### src/hdl/segx_pkg.sv
package segx_pkg;

    // number of orientation tests per segment pair
    localparam int NUM_ORIENT = 4;

    // per-stage handshake control handed from the top level to each stage
    typedef struct packed {
        logic en;
        logic vld;
    } t_pipe_ctl;

endpackage

### src/hdl/segx_diff.sv
module segx_diff
    import segx_pkg::*;
#(
    parameter int COORD_BITS = 16
) (
    input  logic                         i_clk,
    input  logic                         i_rst_n,
    input  t_pipe_ctl                    i_ctl,
    input  logic signed [COORD_BITS-1:0] i_ax0,
    input  logic signed [COORD_BITS-1:0] i_ay0,
    input  logic signed [COORD_BITS-1:0] i_ax1,
    input  logic signed [COORD_BITS-1:0] i_ay1,
    input  logic signed [COORD_BITS-1:0] i_bx0,
    input  logic signed [COORD_BITS-1:0] i_by0,
    input  logic signed [COORD_BITS-1:0] i_bx1,
    input  logic signed [COORD_BITS-1:0] i_by1,
    output logic                         o_vld,
    output logic signed [COORD_BITS:0]   o_dqx[NUM_ORIENT],
    output logic signed [COORD_BITS:0]   o_dqy[NUM_ORIENT],
    output logic signed [COORD_BITS:0]   o_drx[NUM_ORIENT],
    output logic signed [COORD_BITS:0]   o_dry[NUM_ORIENT],
    output logic signed [COORD_BITS-1:0] o_axlo,
    output logic signed [COORD_BITS-1:0] o_axhi,
    output logic signed [COORD_BITS-1:0] o_aylo,
    output logic signed [COORD_BITS-1:0] o_ayhi,
    output logic signed [COORD_BITS-1:0] o_bxlo,
    output logic signed [COORD_BITS-1:0] o_bxhi,
    output logic signed [COORD_BITS-1:0] o_bylo,
    output logic signed [COORD_BITS-1:0] o_byhi
);

    localparam int W = COORD_BITS + 1;

    logic signed [W-1:0] px[NUM_ORIENT];
    logic signed [W-1:0] py[NUM_ORIENT];
    logic signed [W-1:0] qx[NUM_ORIENT];
    logic signed [W-1:0] qy[NUM_ORIENT];
    logic signed [W-1:0] rx[NUM_ORIENT];
    logic signed [W-1:0] ry[NUM_ORIENT];

    logic                         r_vld;
    logic signed [W-1:0]          r_dqx[NUM_ORIENT];
    logic signed [W-1:0]          r_dqy[NUM_ORIENT];
    logic signed [W-1:0]          r_drx[NUM_ORIENT];
    logic signed [W-1:0]          r_dry[NUM_ORIENT];
    logic signed [COORD_BITS-1:0] r_axlo, r_axhi, r_aylo, r_ayhi;
    logic signed [COORD_BITS-1:0] r_bxlo, r_bxhi, r_bylo, r_byhi;

    // orientation operands: endpoints of one segment against the other's line
    always_comb begin
        px[0] = {i_bx0[COORD_BITS-1], i_bx0};
        py[0] = {i_by0[COORD_BITS-1], i_by0};
        qx[0] = {i_bx1[COORD_BITS-1], i_bx1};
        qy[0] = {i_by1[COORD_BITS-1], i_by1};
        rx[0] = {i_ax0[COORD_BITS-1], i_ax0};
        ry[0] = {i_ay0[COORD_BITS-1], i_ay0};
        px[1] = px[0];
        py[1] = py[0];
        qx[1] = qx[0];
        qy[1] = qy[0];
        rx[1] = {i_ax1[COORD_BITS-1], i_ax1};
        ry[1] = {i_ay1[COORD_BITS-1], i_ay1};
        px[2] = {i_ax0[COORD_BITS-1], i_ax0};
        py[2] = {i_ay0[COORD_BITS-1], i_ay0};
        qx[2] = {i_ax1[COORD_BITS-1], i_ax1};
        qy[2] = {i_ay1[COORD_BITS-1], i_ay1};
        rx[2] = {i_bx0[COORD_BITS-1], i_bx0};
        ry[2] = {i_by0[COORD_BITS-1], i_by0};
        px[3] = px[2];
        py[3] = py[2];
        qx[3] = qx[2];
        qy[3] = qy[2];
        rx[3] = {i_bx1[COORD_BITS-1], i_bx1};
        ry[3] = {i_by1[COORD_BITS-1], i_by1};
    end

    // stage valid
    always_ff @(posedge i_clk) begin
        if (!i_rst_n) begin
            r_vld <= 1'b0;
        end else if (i_ctl.en) begin
            r_vld <= i_ctl.vld;
        end
    end

    // differences and ordered endpoint ranges
    always_ff @(posedge i_clk) begin
        if (i_ctl.en) begin
            for (int k = 0; k < NUM_ORIENT; k++) begin
                r_dqx[k] <= qx[k] - px[k];
                r_dqy[k] <= qy[k] - py[k];
                r_drx[k] <= rx[k] - px[k];
                r_dry[k] <= ry[k] - py[k];
            end
            r_axlo <= (i_ax0 < i_ax1) ? i_ax0 : i_ax1;
            r_axhi <= (i_ax0 < i_ax1) ? i_ax1 : i_ax0;
            r_aylo <= (i_ay0 < i_ay1) ? i_ay0 : i_ay1;
            r_ayhi <= (i_ay0 < i_ay1) ? i_ay1 : i_ay0;
            r_bxlo <= (i_bx0 < i_bx1) ? i_bx0 : i_bx1;
            r_bxhi <= (i_bx0 < i_bx1) ? i_bx1 : i_bx0;
            r_bylo <= (i_by0 < i_by1) ? i_by0 : i_by1;
            r_byhi <= (i_by0 < i_by1) ? i_by1 : i_by0;
        end
    end

    assign o_vld  = r_vld;
    assign o_dqx  = r_dqx;
    assign o_dqy  = r_dqy;
    assign o_drx  = r_drx;
    assign o_dry  = r_dry;
    assign o_axlo = r_axlo;
    assign o_axhi = r_axhi;
    assign o_aylo = r_aylo;
    assign o_ayhi = r_ayhi;
    assign o_bxlo = r_bxlo;
    assign o_bxhi = r_bxhi;
    assign o_bylo = r_bylo;
    assign o_byhi = r_byhi;

endmodule

### config.mk
export PLATFORM = sky130hd
export DESIGN_NAME = segx_diff
export DESIGN_NICKNAME = d
export VERILOG_FILES = /design/src/hdl/segx_pkg.sv /design/src/hdl/segx_diff.sv
export SDC_FILE = /design/constraint.sdc
export NUM_CORES = 1
export LEC_CHECK = 0
export ABC_CLOCK_PERIOD_IN_PS = 3360
export BUFFER_PORTS_ARGS = -buffer_cell sky130_fd_sc_hd__buf_4
export CORE_ASPECT_RATIO = 0.75
export CORE_MARGIN = 2
export CORE_UTILIZATION = 55
export CTS_CLUSTER_SIZE = 8
export DETAILED_ROUTE_END_ITERATION = 16
export GPL_TIMING_DRIVEN = 1
export PLACE_DENSITY_LB_ADDON = 0.15
export SYNTH_ARGS = -nofsm -noshare
export SYNTH_HDL_FRONTEND = slang
export SYNTH_SLANG_ARGS = --single-unit
### constraint.sdc
create_clock -name i_clk -period 3.36 [get_ports i_clk]
set_input_delay 0.336 -clock i_clk [delete_from_list [all_inputs] [get_ports i_clk]]
set_output_delay 0.336 -clock i_clk [all_outputs]
set_load 0.05 [all_outputs]
# Word level (Yosys, flattened, before mapping)
# Cells that the tools add are included.
# word_totals
out_inout_bits	401
elab_cells	45
input_bits	132
ff_bits	333
# classes
add_sub_neg	12
order_cmp	4
muxes	8
# op_table
cell	n
16-bit by 16-bit subtractor with 17-bit output	12
16-bit 2-to-1 mux	8
16-bit less-than comparator	4

# Logic depth before layout (Yosys ltp)
# logic_depth
ltp_word	2
depth_mapped	11
depth_no_buf	10

# Least setup slack after synthesis
# No wires, ideal clock.
# synth_timing
kind	in2reg
start	in i_bx0[1]
end	reg r_bxhi[2], in the netlist o_bxhi[2], data pin
path_buffers	1
setup_ps	262
path_stages	10
arrival_ps	2328
t_required_ps	3098
setup_slack_ps	770
cell_sequence	inv_1 ha_1 nor2b_4 o31a_4 o211a_1 nor2_1 o22ai_2 o41ai_1 buf_2 mux2_1
# synth_between
elab_chain_cells	2
# synth_lines
item	line	rtl
start: declaration	segx_diff.sv:13	input logic signed [COORD_BITS-1:0] i_bx0,
16-bit less-than comparator	segx_diff.sv:100	r_bxhi <= (i_bx0 < i_bx1) ? i_bx1 : i_bx0;
16-bit 2-to-1 mux	segx_diff.sv:100	
end signal: assignment	segx_diff.sv:100	
end: declaration	segx_diff.sv:47	logic signed [COORD_BITS-1:0] r_bxlo, r_bxhi, r_bylo, r_byhi;
# No other way between the ends.
# A chain may end at the register's enable or synchronous reset.

# Final worst setup path
# layout_timing
start	in i_ay0[1]
end	reg r_ayhi[9], in the netlist o_ayhi[9], data pin
# layout_between
elab_chain_cells	2
# layout_lines
item	line	rtl
start: declaration	segx_diff.sv:10	input logic signed [COORD_BITS-1:0] i_ay0,
16-bit less-than comparator	segx_diff.sv:98	r_ayhi <= (i_ay0 < i_ay1) ? i_ay1 : i_ay0;
16-bit 2-to-1 mux	segx_diff.sv:98	
end signal: assignment	segx_diff.sv:98	
end: declaration	segx_diff.sv:46	logic signed [COORD_BITS-1:0] r_axlo, r_axhi, r_aylo, r_ayhi;
# No other way between the ends.

==> reports/results.txt <==
Status -> finished, final reports clean
Post-CTS Setup Bufs -> 0
Worst Reg2Reg Path Length in Cells -> 2
Grt total ovfl -> 0
Worst reg2reg startpoint -> o_vld
Antenna Nets Post-Route -> 0
WP depth -> 11
Port Buffers -> 532
Final hold slack -> 44.1 ps
Slowest cell on crit path -> buf_4
Initial Util -> 0.562
Worst min path class -> input pin to flip-flop
First-pass GRT wire length -> 96400 um
Seq/Total Area, Yosys -> 0.473
RSZ-0062 raised after global routing -> no
Met3 WL -> 6100 um
DIE AREA -> 39700 um^2
Final Skew -> 0 ps
Die width -> 230 um
Post-synth EDFFs -> 330
Most used DFF post-synth -> edfxtp_1
DRT Pass-1 Iters -> 6
Core area -> 37300 um^2
Pin count of the biggest net entering global routing -> 85
Drt wl/cell -> 23.3 um
Worst-margin pin slew -> 889 ps
I/O Pins -> 533
Crit path required time -> 3650 ps
Hold Path End -> o_vld
CTS tree -> done
Routed length on met1 -> 30200 um
Hold_buf cts -> 1
Routed length on met2 -> 28600 um
Initial antenna violation count -> 4
DIE HEIGHT -> 173 um
VDD IR-drop max -> 491 uV
Max cap viols -> 0
Nets -> 2680
Clock tree buffer depth -> 3
Worst hold stages -> 3
Clock transition at path regs -> 50 ps
Via/cell ratio -> 5.88
Top routing layer in use -> met5
Critical Path Max Stage Delay -> 430 ps
CP arrival -> 3190 ps
Cell Pwr Density -> 608 nW/um^2
Post-CTS sizing -> 0
Final wirelength -> 66500 um
Startpoint Class -> input pin
Final Wtd Congestion -> 0.938
Period minus WS final -> 2900 ps
FMAX -> 345 MHz
Row cnt -> 61
Synth Register Bits -> 331
P&R area growth vs syn -> 26.6%
CP dominant cell by count -> buf_4
Global Route Usage Sum -> 0.322
Number of distinct library cells after synthesis -> 74
Syn Area/Cell -> 11.5 um^2
Cells after synthesis -> 1830
Inserted Clock Buffers -> 47
H-tree Lvls -> 2
Final setup fails -> 0
Placed inst area -> 25300 um^2
Register-to-register setup slack -> 2760 ps
CTS sink cnt -> 331
Final hold violations -> 0
Delay-heaviest family, CP -> compound AO/OA/AOI/OAI gates
Reg-to-reg endpoint -> o_vld
Crit Path Category -> input pin to flip-flop
YS warnings -> 0
Buf+Inv Stages, Crit Path -> 3
Area of the mapped netlist -> 21000 um^2
Layout fillers -> 2709
Asr flop ratio synth -> 0
HP Start -> i_ctl[0]
Tcrit/Tclk final -> 0.864
Clk root buf -> clkbuf_16
Vias -> 16.8k
Sequence of cells on the critical path -> buf_4 > inv_1 > ha_1 > nor2b_1 > o31a_1 > o21ai_1 > a21oi_2 > a21oi_1 > a41o_1 > buf_4 > mux2_1
DP HPWL -> 52300 um
Drt drc -> 0
P_leak -> 11.6 nW
Critical Path Sink Type -> flip-flop
Syn nets -> 2170
Initial DRC Count -> 1727
Slew HR -> 0.401
Final Max Tran Viols -> 0
Crit Path Max Fanout -> 30
Vias in the first global route -> 15.3k
Fin area -> 26600 um^2
Clock Latency Late Sink -> 560 ps
Layout cells sized above 1 -> 0.273
through the flow:
stage | worst slack [ps] | util | setup TNS (ps) | std cells | power [mW]
detailed placement | -10.7 | 0.677 | -36.8 | 2794 | 11.8
CTS | 528 | 0.711 | 0 | 2856 | 16.2
global route | 358 | 0.712 | 0 | 2857 | 16.6
finish | 457 | 0.712 | 0 | 2857 | 16.1
global placement | 105 | 0.677 | 0 | 2794 | 11.7
floorplan | 770 | - | 0 | 1830 | 9.91
synth_stat cells, types with 3 or more instances:
master	instances	area share
nor4_1	7	0.0021
a211oi_1	14	0.0050
and3_1	13	0.0039
a311o_1	3	0.0014
a21oi_1	129	0.031
nand3_1	25	0.0060
o21ai_1	34	0.0081
nand2b_1	22	0.0066
nor2_1	116	0.021
mux2_2	6	0.0032
a311oi_1	6	0.0025
o41ai_2	3	0.0023
o41ai_1	8	0.0033
o31a_1	11	0.0046
or2_1	4	0.0012
o21a_1	33	0.012
mux2_1	106	0.057
mux2i_1	20	0.0095
nand4_1	16	0.0048
xor2_1	33	0.014
fa_1	12	0.011
a21o_1	37	0.013
clkbuf_1	23	0.0041
edfxtp_1	330	0.47
o21ai_0	57	0.014
nand2_1	64	0.011
xnor2_1	106	0.044
buf_2	6	0.0014
o211ai_1	10	0.0036
o211a_1	3	0.0014
and2_1	12	0.0036
buf_4	80	0.029
nor3_1	29	0.0069
a2111oi_0	3	0.0013
or3_1	8	0.0024
nor2b_1	32	0.0095
a31oi_1	9	0.0027
inv_1	132	0.024
o21bai_1	23	0.0082
o22ai_1	8	0.0024
ha_1	196	0.12
power breakdown:
group / switching, mW / internal, mW
Combinational: 4.32 / 1.92
Clock: 1.72 / 2.62
Sequential: 0.242 / 5.32
Total: 6.28 / 9.86
worst register-to-register path, cell delays in order, from the launching register on:
cell	delay, ps
dfxtp_1	310
mux2i_1	120
nor2b_1	60
layer usage:
metal,vias up,track usage
met4,2,0.0795
met3,94,0.0604
met2,872,0.470
li1,7685,-
met1,8143,0.491
met5,-,0
state kept, by name, indices dropped and copies added, names as in the netlist, 34 cells and up:
signal and count:
o_dqy 34, o_dqx 34, o_drx 67, o_dry 67
layout by cell type (no fill, tap or decap), types with 9 or more instances in the layout:
cell type and count:
buf_4 564, edfxtp_1 330, ha_1 196, inv_1 132, a21oi_1 129, nor2_1 116
xnor2_1 106, mux2_1 106, nand2_1 64, o21ai_0 57, clkbuf_16 48, a21o_1 37
o21ai_1 34, o21a_1 33, xor2_1 33, nor2b_1 32, nor3_1 29, nand3_1 25
o21bai_1 23, nand2b_1 22, mux2i_1 20, nand4_1 16, a211oi_1 14, and3_1 13
and2_1 12, fa_1 12, o31a_1 11, o211ai_1 10, clkbuf_1 10, a31oi_1 9
worst max-delay path by stage:
stage	start	endpoint
2_1_floorplan	i_bx0[1]	o_bxhi[2]
3_3_place_gp	i_ay0[1]	o_ayhi[13]
3_5_place_dp	i_ay0[1]	o_aylo[9]
4_1_cts	i_ay0[1]	o_ayhi[9]
5_1_grt	i_ay0[1]	o_ayhi[9]
6_report	i_ay0[1]	o_ayhi[9]
cells by family after synthesis:
kind of cell | synth area share
DFF | 0.473
buffers and inverters | 0.0581
AOI/OAI and AO/OA | 0.130
xor gates and xnor gates | 0.0580
and+or+nand+nor | 0.0829
adders and majority gates | 0.128
muxes | 0.0696
area by class of cell:
class	count	area (um^2)	area share
antenna	1	2.50	0.0000942
multi-input combinational	1256	9840	0.371
timing repair buffer	571	4360	0.164
tap	504	631	0.0237
sequential	331	9930	0.374
clock inverter	3	55.1	0.00207
clock buffer	58	1240	0.0466
inverter	133	499	0.0188
(Power assumes the default switching activity.)
